==> src/rtl/slpg_pkg.sv <==
// ----------------------------------------------------------------------------
// Status LED pattern generator package
// Shared types, constants and small functions for the status LED blocks.
// ----------------------------------------------------------------------------
package slpg_pkg;

	// Default length of one breathing triangle, in milliseconds.
	localparam int unsigned BREATH_PERIOD_DEF = 3000;

	// Configuration port
	localparam int unsigned CFG_IDX_W  = 3;
	localparam int unsigned CFG_DATA_W = 16;

	localparam logic [CFG_IDX_W-1:0] CFG_ALERT_INTERVAL  = 3'd0;
	localparam logic [CFG_IDX_W-1:0] CFG_BREATH_INTERVAL = 3'd1;
	localparam logic [CFG_IDX_W-1:0] CFG_BREATH_MIN      = 3'd2;
	localparam logic [CFG_IDX_W-1:0] CFG_BREATH_MAX      = 3'd3;
	localparam logic [CFG_IDX_W-1:0] CFG_HUE_STEP        = 3'd4;

	localparam logic [15:0] ALERT_INTERVAL_RST  = 16'd150;
	localparam logic [15:0] BREATH_INTERVAL_RST = 16'd30;
	localparam logic [7:0]  BREATH_MIN_RST      = 8'd10;
	localparam logic [7:0]  BREATH_MAX_RST      = 8'd255;
	localparam logic [7:0]  HUE_STEP_RST        = 8'd1;

	// Update blink rate
	localparam logic [6:0]  PCT_MAX     = 7'd100;
	localparam logic [4:0]  HZ_PER_PCT  = 5'd19;
	localparam logic [10:0] RECIP_100   = 11'd1311;
	localparam int unsigned RECIP_SHIFT = 17;
	localparam logic [4:0]  HZ_MIN      = 5'd1;
	localparam logic [4:0]  HZ_MAX      = 5'd20;
	// Half periods elapsed = ms * hz * 2 / 1000 = ms * hz / 500.
	localparam logic [15:0] BLINK_DIVISOR = 16'd500;

	// Shared divider. A reciprocal is floor((2^32 - 1) / d), which keeps the
	// estimated quotient at most one below the true one.
	localparam int unsigned DIVD_W = 32;
	localparam int unsigned DIVS_W = 16;
	localparam logic [DIVD_W-1:0] BLINK_RECIP = DIVD_W'(64'hFFFF_FFFF / 64'(BLINK_DIVISOR));

	// Command queue between front and back
	localparam int unsigned QUEUE_DEPTH = 2;

	// Colour wheel segment bounds
	localparam logic [7:0] WHEEL_SEG1 = 8'd85;
	localparam logic [7:0] WHEEL_SEG2 = 8'd170;

	typedef enum logic [2:0] {
		OPC_TICK         = 3'd0,
		OPC_UPD_START    = 3'd1,
		OPC_UPD_PROGRESS = 3'd2,
		OPC_UPD_END      = 3'd3,
		OPC_UPD_ERROR    = 3'd4
	} opcode_t;

	typedef struct packed {
		logic [2:0]  opcode;
		logic [31:0] now_ms;
		logic        link_up;
		logic        button_held;
		logic        invert_colors;
		logic [6:0]  ota_percent;
	} item_t;

	typedef struct packed {
		logic [7:0] red;
		logic [7:0] green;
		logic [7:0] blue;
	} result_t;

	typedef struct packed {
		opcode_t     op;
		logic [31:0] now_ms;
		logic        link_up;
		logic        button_held;
		logic        invert_colors;
		logic [4:0]  blink_hz;
	} cmd_t;

	typedef struct packed {
		logic [15:0] alert_interval_ms;
		logic [15:0] breath_interval_ms;
		logic [7:0]  breath_min_level;
		logic [7:0]  breath_max_level;
		logic [7:0]  hue_step;
	} cfg_t;

	typedef struct packed {
		logic              start;
		logic [DIVD_W-1:0] dividend;
		logic [DIVS_W-1:0] divisor;
		logic [DIVD_W-1:0] recip;
	} div_req_t;

	typedef struct packed {
		logic              done;
		logic [DIVD_W-1:0] quotient;
		logic [DIVS_W-1:0] remainder;
	} div_rsp_t;

	typedef enum logic [3:0] {
		BK_IDLE,
		BK_EXEC,
		BK_POS_DIV,
		BK_LEVEL_DIV,
		BK_MUL,
		BK_SCALE,
		BK_BLINK_DIV,
		BK_BLINK_FRAC,
		BK_EMIT
	} back_state_t;

	localparam result_t COLOR_BLACK = '{red: 8'd0,   green: 8'd0,   blue: 8'd0};
	localparam result_t COLOR_RED   = '{red: 8'd255, green: 8'd0,   blue: 8'd0};
	localparam result_t COLOR_GREEN = '{red: 8'd0,   green: 8'd255, blue: 8'd0};
	localparam result_t COLOR_BLUE  = '{red: 8'd0,   green: 8'd0,   blue: 8'd255};

	// Exact floor(x / 255) for x up to 255 * 255.
	function automatic logic [7:0] div255(input logic [15:0] x);
		logic [16:0] sum;
		sum = {1'b0, x} + {9'd0, x[15:8]} + 17'd1;
		return sum[15:8];
	endfunction

	// Three-segment colour wheel, full brightness.
	function automatic result_t color_wheel(input logic [7:0] hue);
		logic [7:0] p;
		logic [7:0] seg;
		logic [8:0] tri3;
		logic [7:0] up;
		result_t    c;
		p = 8'd255 - hue;
		if (p < WHEEL_SEG1) begin
			seg = p;
		end else if (p < WHEEL_SEG2) begin
			seg = p - WHEEL_SEG1;
		end else begin
			seg = p - WHEEL_SEG2;
		end
		tri3 = {1'b0, seg} + {seg, 1'b0};
		up = tri3[7:0];
		if (p < WHEEL_SEG1) begin
			c = '{red: 8'd255 - up, green: 8'd0, blue: up};
		end else if (p < WHEEL_SEG2) begin
			c = '{red: 8'd0, green: up, blue: 8'd255 - up};
		end else begin
			c = '{red: up, green: 8'd255 - up, blue: 8'd0};
		end
		return c;
	endfunction

endpackage

==> src/rtl/slpg_div.sv <==
// ----------------------------------------------------------------------------
// Shared divider
// Divides by a constant through a reciprocal multiply and one correction step;
// operand, estimate, remainder and result registers; one-cycle done pulse.
// ----------------------------------------------------------------------------
module slpg_div
	import slpg_pkg::*;
(
	input  logic     clk,
	input  logic     arst_n,
	input  div_req_t req,
	output div_rsp_t rsp
);

	logic [DIVD_W-1:0] dividend_q;
	logic [DIVS_W-1:0] divisor_q;
	logic [DIVD_W-1:0] recip_q;
	logic              busy_s1, busy_s2, busy_s3;
	logic [DIVD_W-1:0] qest_s2, qest_s3;
	logic [DIVD_W-1:0] diff_s3;
	logic [DIVD_W-1:0] quot_q;
	logic [DIVS_W-1:0] rem_q;
	logic              done_q;

	logic [2*DIVD_W-1:0]      recip_prod;
	logic [DIVD_W+DIVS_W-1:0] back_prod;
	logic [DIVD_W-1:0]        diff;
	logic                     fix;
	logic [DIVD_W-1:0]        diff_fixed;

	// The estimate is the true quotient or one below it, so the partial
	// remainder stays under twice the divisor and one subtract finishes it.
	always_comb begin
		recip_prod = {{DIVD_W{1'b0}}, dividend_q} * {{DIVD_W{1'b0}}, recip_q};
		back_prod  = {{DIVS_W{1'b0}}, qest_s2} * {{DIVD_W{1'b0}}, divisor_q};
		diff       = dividend_q - back_prod[DIVD_W-1:0];
		fix        = diff_s3 >= {{(DIVD_W-DIVS_W){1'b0}}, divisor_q};
		diff_fixed = fix ? diff_s3 - {{(DIVD_W-DIVS_W){1'b0}}, divisor_q} : diff_s3;
	end

	always_ff @(posedge clk or negedge arst_n) begin
		if (!arst_n) begin
			busy_s1 <= 1'b0;
			busy_s2 <= 1'b0;
			busy_s3 <= 1'b0;
			done_q  <= 1'b0;
		end else begin
			busy_s1 <= req.start;
			busy_s2 <= busy_s1;
			busy_s3 <= busy_s2;
			done_q  <= busy_s3;
		end
	end

	always_ff @(posedge clk) begin
		if (req.start) begin
			dividend_q <= req.dividend;
			divisor_q  <= req.divisor;
			recip_q    <= req.recip;
		end
		qest_s2 <= recip_prod[2*DIVD_W-1:DIVD_W];
		qest_s3 <= qest_s2;
		diff_s3 <= diff;
		if (busy_s3) begin
			quot_q <= qest_s3 + DIVD_W'(fix);
			rem_q  <= diff_fixed[DIVS_W-1:0];
		end
	end

	assign rsp.done      = done_q;
	assign rsp.quotient  = quot_q;
	assign rsp.remainder = rem_q;

endmodule

==> src/rtl/slpg_front.sv <==
// ----------------------------------------------------------------------------
// Status LED front end
// Accepts input words, drops unknown opcodes and turns progress into a rate.
// ----------------------------------------------------------------------------
module slpg_front
	import slpg_pkg::*;
(
	input  logic  item_valid,
	output logic  item_stall,
	input  item_t item,
	input  logic  q_full,
	output logic  push,
	output cmd_t  push_cmd
);

	logic        known;
	logic [6:0]  pct_sat;
	logic [10:0] pct_x19;
	logic [21:0] recip_prod;
	logic [4:0]  hz;

	// Rate is 1 + pct * 19 / 100; the divide by 100 is a reciprocal multiply.
	always_comb begin
		pct_sat    = (item.ota_percent > PCT_MAX) ? PCT_MAX : item.ota_percent;
		pct_x19    = {4'd0, pct_sat} * {6'd0, HZ_PER_PCT};
		recip_prod = {11'd0, pct_x19} * {11'd0, RECIP_100};
		hz         = recip_prod[RECIP_SHIFT+4:RECIP_SHIFT] + HZ_MIN;
	end

	always_comb begin
		case (item.opcode)
			OPC_TICK, OPC_UPD_START, OPC_UPD_PROGRESS, OPC_UPD_END, OPC_UPD_ERROR: begin
				known = 1'b1;
			end
			default: begin
				known = 1'b0;
			end
		endcase
	end

	assign item_stall = q_full;
	assign push       = item_valid && !q_full && known;

	always_comb begin
		push_cmd.op            = opcode_t'(item.opcode);
		push_cmd.now_ms        = item.now_ms;
		push_cmd.link_up       = item.link_up;
		push_cmd.button_held   = item.button_held;
		push_cmd.invert_colors = item.invert_colors;
		push_cmd.blink_hz      = hz;
	end

endmodule

==> src/rtl/slpg_queue.sv <==
// ----------------------------------------------------------------------------
// Command queue
// Short register FIFO that lets the front and back stall independently.
// ----------------------------------------------------------------------------
module slpg_queue
	import slpg_pkg::*;
(
	input  logic clk,
	input  logic arst_n,
	input  logic push,
	input  cmd_t push_cmd,
	output logic full,
	input  logic pop,
	output cmd_t head,
	output logic not_empty
);

	localparam int unsigned PTR_W = (QUEUE_DEPTH > 1) ? $clog2(QUEUE_DEPTH) : 1;
	localparam int unsigned CNT_W = $clog2(QUEUE_DEPTH + 1);

	cmd_t             entries_q [QUEUE_DEPTH];
	logic [PTR_W-1:0] wr_ptr_q, rd_ptr_q;
	logic [CNT_W-1:0] count_q;
	logic             do_push, do_pop;

	assign full      = (count_q == CNT_W'(QUEUE_DEPTH));
	assign not_empty = (count_q != '0);
	assign do_push   = push && !full;
	assign do_pop    = pop && not_empty;
	assign head      = entries_q[rd_ptr_q];

	always_ff @(posedge clk or negedge arst_n) begin
		if (!arst_n) begin
			wr_ptr_q <= '0;
			rd_ptr_q <= '0;
			count_q  <= '0;
		end else begin
			if (do_push) begin
				wr_ptr_q <= (wr_ptr_q == PTR_W'(QUEUE_DEPTH - 1)) ? '0 : wr_ptr_q + PTR_W'(1);
			end
			if (do_pop) begin
				rd_ptr_q <= (rd_ptr_q == PTR_W'(QUEUE_DEPTH - 1)) ? '0 : rd_ptr_q + PTR_W'(1);
			end
			if (do_push && !do_pop) begin
				count_q <= count_q + CNT_W'(1);
			end else if (do_pop && !do_push) begin
				count_q <= count_q - CNT_W'(1);
			end
		end
	end

	always_ff @(posedge clk) begin
		if (do_push) begin
			entries_q[wr_ptr_q] <= push_cmd;
		end
	end

endmodule

==> src/rtl/slpg_back.sv <==
// ----------------------------------------------------------------------------
// Status LED back end
// Sequencer that runs one command at a time and holds the pattern state.
// ----------------------------------------------------------------------------
module slpg_back
	import slpg_pkg::*;
#(
	parameter int unsigned BREATH_PERIOD = BREATH_PERIOD_DEF
) (
	input  logic    clk,
	input  logic    arst_n,
	input  cfg_t    cfg,
	input  cmd_t    head,
	input  logic    q_valid,
	output logic    pop,
	output logic    result_valid,
	input  logic    result_stall,
	output result_t result
);

	localparam logic [DIVS_W-1:0] PERIOD = DIVS_W'(BREATH_PERIOD);
	localparam logic [DIVS_W-1:0] HALF   = DIVS_W'(BREATH_PERIOD / 2);
	localparam logic [DIVD_W-1:0] PERIOD_RECIP = DIVD_W'(64'hFFFF_FFFF / 64'(BREATH_PERIOD));
	localparam logic [DIVD_W-1:0] HALF_RECIP   =
		DIVD_W'(64'hFFFF_FFFF / 64'(BREATH_PERIOD / 2));

	localparam logic [1:0] CH_RED   = 2'd0;
	localparam logic [1:0] CH_GREEN = 2'd1;
	localparam logic [1:0] CH_BLUE  = 2'd2;

	back_state_t state_q, state_d, exec_next;

	// Pattern state
	logic        prev_link_q;
	logic        alert_started_q;
	logic        alert_is_red_q;
	logic [31:0] last_alert_ms_q;
	logic [31:0] last_breath_ms_q;
	logic [7:0]  hue_q;
	logic        update_active_q;
	logic        update_led_on_q;
	logic [31:0] update_start_ms_q;
	logic [4:0]  update_blink_hz_q;

	// Working registers
	cmd_t        cmd_q;
	result_t     color_q;
	result_t     wheel_q;
	logic [7:0]  level_q;
	logic        rising_q;
	logic        blink_a0_q;
	logic [15:0] prod_q;
	logic [1:0]  ch_q;
	logic        result_valid_q;
	result_t     result_q;

	div_req_t    div_req;
	div_rsp_t    div_rsp;

	result_t     exec_color;
	logic        started_eff;
	logic [31:0] alert_elapsed, breath_elapsed, blink_elapsed;
	logic        alert_due, breath_due;
	logic [13:0] blink_frac;
	logic        blink_on;
	logic [7:0]  lvl_hi, lvl_lo, lvl_span, lvl_q8;
	logic [15:0] pos, pos_off;
	logic        pos_rising;
	logic [23:0] lvl_prod;
	logic [7:0]  wheel_ch, scaled, chan_out;
	logic        out_free, out_load;

	slpg_div u_div (
		.clk    (clk),
		.arst_n (arst_n),
		.req    (div_req),
		.rsp    (div_rsp)
	);

	// Arithmetic shared by the states
	always_comb begin
		// A tick that follows a link loss restarts the alert with red.
		started_eff    = alert_started_q && !prev_link_q;
		alert_elapsed  = cmd_q.now_ms - last_alert_ms_q;
		breath_elapsed = cmd_q.now_ms - last_breath_ms_q;
		blink_elapsed  = cmd_q.now_ms - update_start_ms_q;
		alert_due      = alert_elapsed >= {16'd0, cfg.alert_interval_ms};
		breath_due     = breath_elapsed >= {16'd0, cfg.breath_interval_ms};
		// With ms = 500 * a + b, the half-period count is a * hz plus
		// b * hz / 500, so only its lowest bit needs a and hz.
		blink_frac     = {5'd0, div_rsp.remainder[8:0]} * {9'd0, update_blink_hz_q};
		blink_on       = !((blink_a0_q & update_blink_hz_q[0]) ^ div_rsp.quotient[0]);

		lvl_hi     = cfg.breath_max_level;
		lvl_lo     = (cfg.breath_min_level > lvl_hi) ? lvl_hi : cfg.breath_min_level;
		lvl_span   = lvl_hi - lvl_lo;
		pos        = div_rsp.remainder;
		pos_rising = pos < HALF;
		pos_off    = pos_rising ? pos : pos - HALF;
		lvl_prod   = {16'd0, lvl_span} * {8'd0, pos_off};
		lvl_q8     = div_rsp.quotient[7:0];

		scaled   = div255(prod_q);
		chan_out = cmd_q.invert_colors ? 8'd255 - scaled : scaled;
	end

	always_comb begin
		case (ch_q)
			CH_RED:   wheel_ch = wheel_q.red;
			CH_GREEN: wheel_ch = wheel_q.green;
			default:  wheel_ch = wheel_q.blue;
		endcase
	end

	// Where a command goes after its first cycle
	always_comb begin
		exec_next  = BK_IDLE;
		exec_color = COLOR_BLACK;
		case (cmd_q.op)
			OPC_TICK: begin
				if (!cmd_q.link_up) begin
					if (!started_eff) begin
						exec_next  = BK_EMIT;
						exec_color = COLOR_RED;
					end else if (alert_due) begin
						exec_next  = BK_EMIT;
						exec_color = alert_is_red_q ? COLOR_BLUE : COLOR_RED;
					end
				end else if (update_active_q) begin
					exec_next = BK_BLINK_DIV;
				end else if (cmd_q.button_held) begin
					exec_next  = BK_EMIT;
					exec_color = COLOR_GREEN;
				end else if (breath_due) begin
					exec_next = BK_POS_DIV;
				end
			end
			OPC_UPD_START: begin
				exec_next  = BK_EMIT;
				exec_color = COLOR_BLUE;
			end
			OPC_UPD_END: begin
				exec_next  = BK_EMIT;
				exec_color = COLOR_GREEN;
			end
			default: begin
				exec_next = BK_IDLE;
			end
		endcase
	end

	assign out_free = !result_valid_q || !result_stall;

	// Next state
	always_comb begin
		state_d = state_q;
		case (state_q)
			BK_IDLE: begin
				if (q_valid) state_d = BK_EXEC;
			end
			BK_EXEC: begin
				state_d = exec_next;
			end
			BK_POS_DIV: begin
				if (div_rsp.done) state_d = BK_LEVEL_DIV;
			end
			BK_LEVEL_DIV: begin
				if (div_rsp.done) state_d = BK_MUL;
			end
			BK_MUL: begin
				state_d = BK_SCALE;
			end
			BK_SCALE: begin
				state_d = (ch_q == CH_BLUE) ? BK_EMIT : BK_MUL;
			end
			BK_BLINK_DIV: begin
				if (div_rsp.done) state_d = BK_BLINK_FRAC;
			end
			BK_BLINK_FRAC: begin
				if (div_rsp.done) begin
					state_d = (blink_on != update_led_on_q) ? BK_EMIT : BK_IDLE;
				end
			end
			BK_EMIT: begin
				if (out_free) state_d = BK_IDLE;
			end
			default: begin
				state_d = BK_IDLE;
			end
		endcase
	end

	// Control outputs
	always_comb begin
		pop              = 1'b0;
		out_load         = 1'b0;
		div_req.start    = 1'b0;
		div_req.dividend = DIVD_W'(cmd_q.now_ms);
		div_req.divisor  = PERIOD;
		div_req.recip    = PERIOD_RECIP;
		case (state_q)
			BK_IDLE: begin
				pop = q_valid;
			end
			BK_EXEC: begin
				if (exec_next == BK_POS_DIV) begin
					div_req.start = 1'b1;
				end else if (exec_next == BK_BLINK_DIV) begin
					div_req.start    = 1'b1;
					div_req.dividend = blink_elapsed;
					div_req.divisor  = BLINK_DIVISOR;
					div_req.recip    = BLINK_RECIP;
				end
			end
			BK_POS_DIV: begin
				div_req.start    = div_rsp.done;
				div_req.dividend = DIVD_W'(lvl_prod);
				div_req.divisor  = HALF;
				div_req.recip    = HALF_RECIP;
			end
			BK_BLINK_DIV: begin
				div_req.start    = div_rsp.done;
				div_req.dividend = DIVD_W'(blink_frac);
				div_req.divisor  = BLINK_DIVISOR;
				div_req.recip    = BLINK_RECIP;
			end
			BK_EMIT: begin
				out_load = out_free;
			end
			default: begin
				pop = 1'b0;
			end
		endcase
	end

	always_ff @(posedge clk or negedge arst_n) begin
		if (!arst_n) begin
			state_q           <= BK_IDLE;
			prev_link_q       <= 1'b0;
			alert_started_q   <= 1'b0;
			alert_is_red_q    <= 1'b0;
			last_alert_ms_q   <= '0;
			last_breath_ms_q  <= '0;
			hue_q             <= '0;
			update_active_q   <= 1'b0;
			update_led_on_q   <= 1'b0;
			update_start_ms_q <= '0;
			update_blink_hz_q <= HZ_MIN;
			result_valid_q    <= 1'b0;
		end else begin
			state_q <= state_d;
			if (out_load) begin
				result_valid_q <= 1'b1;
			end else if (!result_stall) begin
				result_valid_q <= 1'b0;
			end
			if (state_q == BK_EXEC) begin
				case (cmd_q.op)
					OPC_TICK: begin
						prev_link_q <= cmd_q.link_up;
						if (!cmd_q.link_up) begin
							alert_started_q <= 1'b1;
							if (!started_eff) begin
								last_alert_ms_q <= cmd_q.now_ms;
								alert_is_red_q  <= 1'b1;
							end else if (alert_due) begin
								last_alert_ms_q <= cmd_q.now_ms;
								alert_is_red_q  <= !alert_is_red_q;
							end
						end else if (exec_next == BK_POS_DIV) begin
							last_breath_ms_q <= cmd_q.now_ms;
							hue_q            <= hue_q + cfg.hue_step;
						end
					end
					OPC_UPD_START: begin
						update_active_q   <= 1'b1;
						update_blink_hz_q <= HZ_MIN;
						update_led_on_q   <= 1'b1;
						update_start_ms_q <= cmd_q.now_ms;
					end
					OPC_UPD_PROGRESS: begin
						update_blink_hz_q <= cmd_q.blink_hz;
					end
					OPC_UPD_END, OPC_UPD_ERROR: begin
						update_active_q <= 1'b0;
					end
					default: begin
						update_active_q <= update_active_q;
					end
				endcase
			end
			if (state_q == BK_BLINK_FRAC && div_rsp.done) begin
				update_led_on_q <= blink_on;
			end
		end
	end

	always_ff @(posedge clk) begin
		if (pop) begin
			cmd_q <= head;
		end
		if (out_load) begin
			result_q <= color_q;
		end
		case (state_q)
			BK_EXEC: begin
				color_q <= exec_color;
			end
			BK_POS_DIV: begin
				rising_q <= pos_rising;
			end
			BK_LEVEL_DIV: begin
				level_q <= rising_q ? lvl_lo + lvl_q8 : lvl_hi - lvl_q8;
				wheel_q <= color_wheel(hue_q);
				ch_q    <= CH_RED;
			end
			BK_MUL: begin
				prod_q <= {8'd0, wheel_ch} * {8'd0, level_q};
			end
			BK_SCALE: begin
				case (ch_q)
					CH_RED:   color_q.red   <= chan_out;
					CH_GREEN: color_q.green <= chan_out;
					default:  color_q.blue  <= chan_out;
				endcase
				ch_q <= ch_q + 2'd1;
			end
			BK_BLINK_DIV: begin
				blink_a0_q <= div_rsp.quotient[0];
			end
			BK_BLINK_FRAC: begin
				color_q <= blink_on ? COLOR_BLUE : COLOR_BLACK;
			end
			default: begin
				ch_q <= ch_q;
			end
		endcase
	end

	assign result_valid = result_valid_q;
	assign result       = result_q;

`ifndef SYNTHESIS
	a_div_done_awaited: assert property (@(posedge clk) disable iff (!arst_n)
		div_rsp.done |-> (state_q == BK_POS_DIV || state_q == BK_LEVEL_DIV ||
			state_q == BK_BLINK_DIV || state_q == BK_BLINK_FRAC))
		else $error("divider finished while the sequencer was not waiting for it");

	a_exec_after_pop: assert property (@(posedge clk) disable iff (!arst_n)
		(state_q == BK_EXEC) |-> $past(pop))
		else $error("command executed without being taken from the queue");

	a_blink_rate_range: assert property (@(posedge clk) disable iff (!arst_n)
		(update_blink_hz_q >= HZ_MIN) && (update_blink_hz_q <= HZ_MAX))
		else $error("update blink rate out of range");

	a_emit_lands: assert property (@(posedge clk) disable iff (!arst_n)
		(state_q == BK_EMIT && !result_valid_q) |=> result_valid_q)
		else $error("colour ready for an empty output register was not loaded");

	a_channel_bound: assert property (@(posedge clk) disable iff (!arst_n)
		(state_q == BK_MUL || state_q == BK_SCALE) |-> (ch_q <= CH_BLUE))
		else $error("channel counter ran past blue");
`endif

endmodule

==> src/rtl/status_led_pattern_generator_top.sv <==
// ----------------------------------------------------------------------------
// Status LED pattern generator
// Turns timed events into colours for one RGB status LED.
// ----------------------------------------------------------------------------
// Each input word is an event; a result word is a colour to apply, and an
// event gives at most one. The front end accepts a word in any cycle while its
// two-entry command queue has room, and the result register lets the next
// command run while a colour still waits to be taken. Commands run one at a
// time in the back end; an update blink tick gives a colour only when the LED
// level changes. Blink and breathing ticks use the shared divider, which
// multiplies by a reciprocal of its constant divisor and corrects the
// estimate with one compare and subtract, two divisions per blink or
// breathing tick. A colour that finds the result register still held waits
// in the back end until the register is taken. The configuration port is
// always ready and should be written only while the block has no command in
// flight.
module status_led_pattern_generator_top
	import slpg_pkg::*;
#(
	parameter int unsigned BREATH_PERIOD = BREATH_PERIOD_DEF
) (
	input  logic                  clk,
	input  logic                  arst_n,
	input  logic                  item_valid,
	output logic                  item_stall,
	input  item_t                 item,
	output logic                  result_valid,
	input  logic                  result_stall,
	output result_t               result,
	input  logic                  cfg_valid,
	output logic                  cfg_ready,
	input  logic [CFG_IDX_W-1:0]  cfg_index,
	input  logic [CFG_DATA_W-1:0] cfg_data
);

	cfg_t cfg_q;
	logic q_full, q_push, q_pop, q_valid;
	cmd_t push_cmd, head;

	assign cfg_ready = 1'b1;

	always_ff @(posedge clk or negedge arst_n) begin
		if (!arst_n) begin
			cfg_q.alert_interval_ms  <= ALERT_INTERVAL_RST;
			cfg_q.breath_interval_ms <= BREATH_INTERVAL_RST;
			cfg_q.breath_min_level   <= BREATH_MIN_RST;
			cfg_q.breath_max_level   <= BREATH_MAX_RST;
			cfg_q.hue_step           <= HUE_STEP_RST;
		end else if (cfg_valid && cfg_ready) begin
			case (cfg_index)
				CFG_ALERT_INTERVAL:  cfg_q.alert_interval_ms  <= cfg_data;
				CFG_BREATH_INTERVAL: cfg_q.breath_interval_ms <= cfg_data;
				CFG_BREATH_MIN:      cfg_q.breath_min_level   <= cfg_data[7:0];
				CFG_BREATH_MAX:      cfg_q.breath_max_level   <= cfg_data[7:0];
				CFG_HUE_STEP:        cfg_q.hue_step           <= cfg_data[7:0];
				default:             cfg_q                    <= cfg_q;
			endcase
		end
	end

	slpg_front u_front (
		.item_valid (item_valid),
		.item_stall (item_stall),
		.item       (item),
		.q_full     (q_full),
		.push       (q_push),
		.push_cmd   (push_cmd)
	);

	slpg_queue u_queue (
		.clk       (clk),
		.arst_n    (arst_n),
		.push      (q_push),
		.push_cmd  (push_cmd),
		.full      (q_full),
		.pop       (q_pop),
		.head      (head),
		.not_empty (q_valid)
	);

	slpg_back #(
		.BREATH_PERIOD (BREATH_PERIOD)
	) u_back (
		.clk          (clk),
		.arst_n       (arst_n),
		.cfg          (cfg_q),
		.head         (head),
		.q_valid      (q_valid),
		.pop          (q_pop),
		.result_valid (result_valid),
		.result_stall (result_stall),
		.result       (result)
	);

endmodule

==> config.mk <==
export PLATFORM = sky130hd
export DESIGN_NAME = status_led_pattern_generator_top
export DESIGN_NICKNAME = d
export VERILOG_FILES = /design/src/rtl/slpg_pkg.sv /design/src/rtl/slpg_div.sv /design/src/rtl/slpg_front.sv /design/src/rtl/slpg_queue.sv /design/src/rtl/slpg_back.sv /design/src/rtl/status_led_pattern_generator_top.sv
export SDC_FILE = /design/constraint.sdc
export NUM_CORES = 2
export LEC_CHECK = 0
export ABC_AREA = 1
export BUFFER_PORTS_ARGS = -buffer_cell sky130_fd_sc_hd__buf_2
export CORE_UTILIZATION = 40
export CTS_CLUSTER_DIAMETER = 120
export DETAILED_ROUTE_END_ITERATION = 12
export GPL_ROUTABILITY_DRIVEN = 0
export SETUP_SLACK_MARGIN = 0.4
export SLEW_MARGIN = 10
export SYNTH_ARGS = -nofsm -noshare
export SYNTH_HDL_FRONTEND = slang
export SYNTH_SLANG_ARGS = --single-unit
==> constraint.sdc <==
create_clock -name clk -period 9.6 [get_ports clk]
set_input_delay 0.96 -clock clk [delete_from_list [all_inputs] [get_ports clk]]
set_output_delay 0.96 -clock clk [all_outputs]
set_load 0.005 [all_outputs]
==> flow_metrics.py <==
metrics = {
    "setup_path": {
        "r2r-start": "cfg_q[9]",
        "critPathArrivalTime_ns": 8.82,
        "path_class": "reg2reg",
        "crit_path_frequent_cell": "nand2_1",
        "rr_endpoint": "u_back.u_div.dividend_q[19]",
        "cp_slowest_cell": "dfstp_2",
        "max_stage_delay_ns": 0.56,
        "critical_path.top_delay_family": "adder cells",
        "reg2regPathDepth": 46,
        "critPathMaxFanout": 16,
        "reg2reg_slack_ns": 1.21,
        "crit_required_ns": 10.03,
        "end_kind": "flop",
        "critPathBufInv": 7,
        "start_kind": "flop",
    },
    "cts": {
        "numCtsBuffers": 66,
        "numClockSinks": 540,
        "clkLatencyLatePin_ns": 0.70,
        "cts.reportedPaths.clkPinSlew_ns": 0.07,
        "postCtsSetupRepairBufs": 0,
        "cts_max_path_buffers": 3,
        "clockRootBuffer": "clkbuf_16",
        "hold_buffers": 0,
        "htreeDepth": 3,
        "cts_tree": "done",
    },
    "die": {
        "core_area_um2": 172300,
        "num_rows": 152,
        "io_pins": 96,
        "die_x_um": 419.4,
        "die_area_um2": 175900,
        "die_height_um": 419.4,
        "start_util_pct": 40.44,
    },
    "drt": {
        "wire_per_inst_um": 17.97,
        "drc": 0,
        "ant_nets": 0,
        "first_pass_iters": 8,
        "drt-initial-drc-count": 3832,
        "vias_per_cell": 4.973,
        "dr_total_vias": 52590,
        "routed_wl_um": 190000,
    },
    "layout": {
        "layout_common_cells": "2,125 x inv_1, 1,585 x nand2_1, 923 x fa_1, 901 x ha_1, 457 x nor2_1",
        "fin_nets": 10110,
        "ff_latch_area_um2": 14660,
        "syn_to_final_growth_pct": 7.770,
        "fillers": 17070,
        "final_common_cell": "inv_1",
        "multi_input_area_um2": 46460,
        "diodes": 0,
        "drive_gt1_share_pct": 4.464,
    },
    "sta": {
        "fmax_mhz": 119.2,
        "period_share_pct": 87.42,
        "setup_viol": 0,
        "holdWs_ns": 0.1926,
        "rsz0062_at_grt": "no",
        "worstMarginPinSlew_ns": 1.190,
        "finalHoldViolCount": 0,
        "fin_tns_setup_ns": 0,
        "fin_skew_ns": 0.06157,
        "slew_viol_final": 0,
        "max_slew_margin_pct": 20.65,
        "layout_min_cycle_time_ns": 8.392,
    },
    "global_route": {
        "grt_max_degree": 73,
        "track_usage_pct": 22.25,
        "grt_pass1_vias": 53830,
        "grt.overflow.total": 0,
        "antenna_found_initial": 4,
        "grt_pass1_wl_um": 303200,
    },
    "synthesis": {
        "post_synth_num_cell_types": 75,
        "syn_inst": 8121,
        "syn-num-nets": 10010,
        "yosys_warnings": 0,
        "ys_async_sr_fraction_pct": 33.89,
        "ys_seq_area_share_pct": 21.05,
        "synth-edff-count": 291,
        "ys_ff_latch": 540,
        "synth_flop_cell": "edfxtp_1",
        "avgSynthCellArea_um2": 8.580,
        "netlist_area_um2": 69680,
    },
    "run": {
        "cap_violations": 0,
    },
    "status": {
        "status": "finished, final reports clean",
    },
    "place": {
        "dp_hpwl_um": 161100,
        "portBuffers": 94,
    },
    "min_path": {
        "hp-class": "in2async",
    },
}
## timing repair
item / in CTS / in global routing
hold endpoints to repair: 0 / 0
setup endpoints to repair: 0 / 3
resized for setup: 0 / 1
## per-layer routing
metal	wire length, um	up-vias	GRT usage (%)
met5	54	-	0
met4	7136	8	7.646
met3	11650	300	3.361
met2	87070	1583	36.10
met1	84120	25600	30.21
li1	-	25100	-
## cells by family after synthesis
| family | count (synthesis) | share of synthesized area (%) |
|---|---|---|
| other | 1 | 0.005382 |
| XOR/XNOR | 216 | 2.726 |
| buffers and inverters | 2256 | 12.36 |
| AND/OR/NAND/NOR | 2380 | 13.75 |
| AO/OA/AOI/OAI | 903 | 7.405 |
| multiplexers | 1 | 0.01616 |
| flip-flops | 540 | 21.05 |
| adder cells (fa/ha/maj) | 1824 | 42.70 |
## cells in the mapped netlist, types with 22 or more instances
cell type  count  area share [%]
o21ai_2       31            0.39
nand2_1     1586             8.5
ha_1         901              16
fa_1         923              27
xor2_1       153             1.9
o21ai_0      301             2.2
nand2_2       22            0.20
a31oi_1       37            0.33
a21oi_1      354             2.5
inv_1       2125              11
clkbuf_1      88            0.47
nor3_1        40            0.29
nand4_1       32            0.29
or2_2         23            0.21
xnor2_1       62            0.78
nor2_1       461             2.5
edfxtp_1     291              13
nand3_1      160             1.1
dfrtp_1      163             5.9
dfxtp_1       66             1.9
## state kept, by name (all words and copies together) (netlist names), 16 cells and up
name and flops:
u_queue.entries_q 86, u_back.cmd_q 43, u_back.color_q 24, u_back.result 24
u_back.update_start_ms_q 32, u_back.prod_q 16, u_back.last_alert_ms_q 32, u_back.u_div.dividend_q 32
u_back.last_breath_ms_q 32, cfg_q 56, u_back.u_div.diff_s3 32, u_back.u_div.rem_q 16
u_back.wheel_q 24, u_back.u_div.qest_s2 26
## through the flow
stage                     util, %  std cells  worst slack, ns  cell area [um^2]
after floorplan                 -       8121            1.644             69680
final                       43.58      10580            1.208             75090
after CTS                   43.58      10580            1.087             75090
after global routing        43.58      10580           0.5399             75090
after global placement      42.29      10450            1.071             72870
after detailed placement    42.29      10450            1.054             72870
## final cells by class
class                      count  share of cell area (%)
inverter                    2137                   10.68
clock buffer                  90                   2.456
tap                         2310                   3.849
timing repair buffer         142                   1.118
sequential                   540                   19.53
multi-input combinational   5325                   61.87
clock inverter                32                  0.4999
## worst max path at each step
stage,startpoint,end,cells after the start
2_1_floorplan,item[0],u_queue.entries_q[0][4],33
3_3_place_gp,item[0],u_queue.entries_q[0][3],36
3_5_place_dp,item[0],u_queue.entries_q[0][4],36
4_1_cts,cfg_q[15],u_back.u_div.dividend_q[19],40
5_1_grt,cfg_q[9],u_back.u_div.dividend_q[18],45
6_report,cfg_q[9],u_back.u_div.dividend_q[19],46
Power is not shown: default switching activity piles up to over one toggle a cycle in this logic, so the estimate is an artifact.
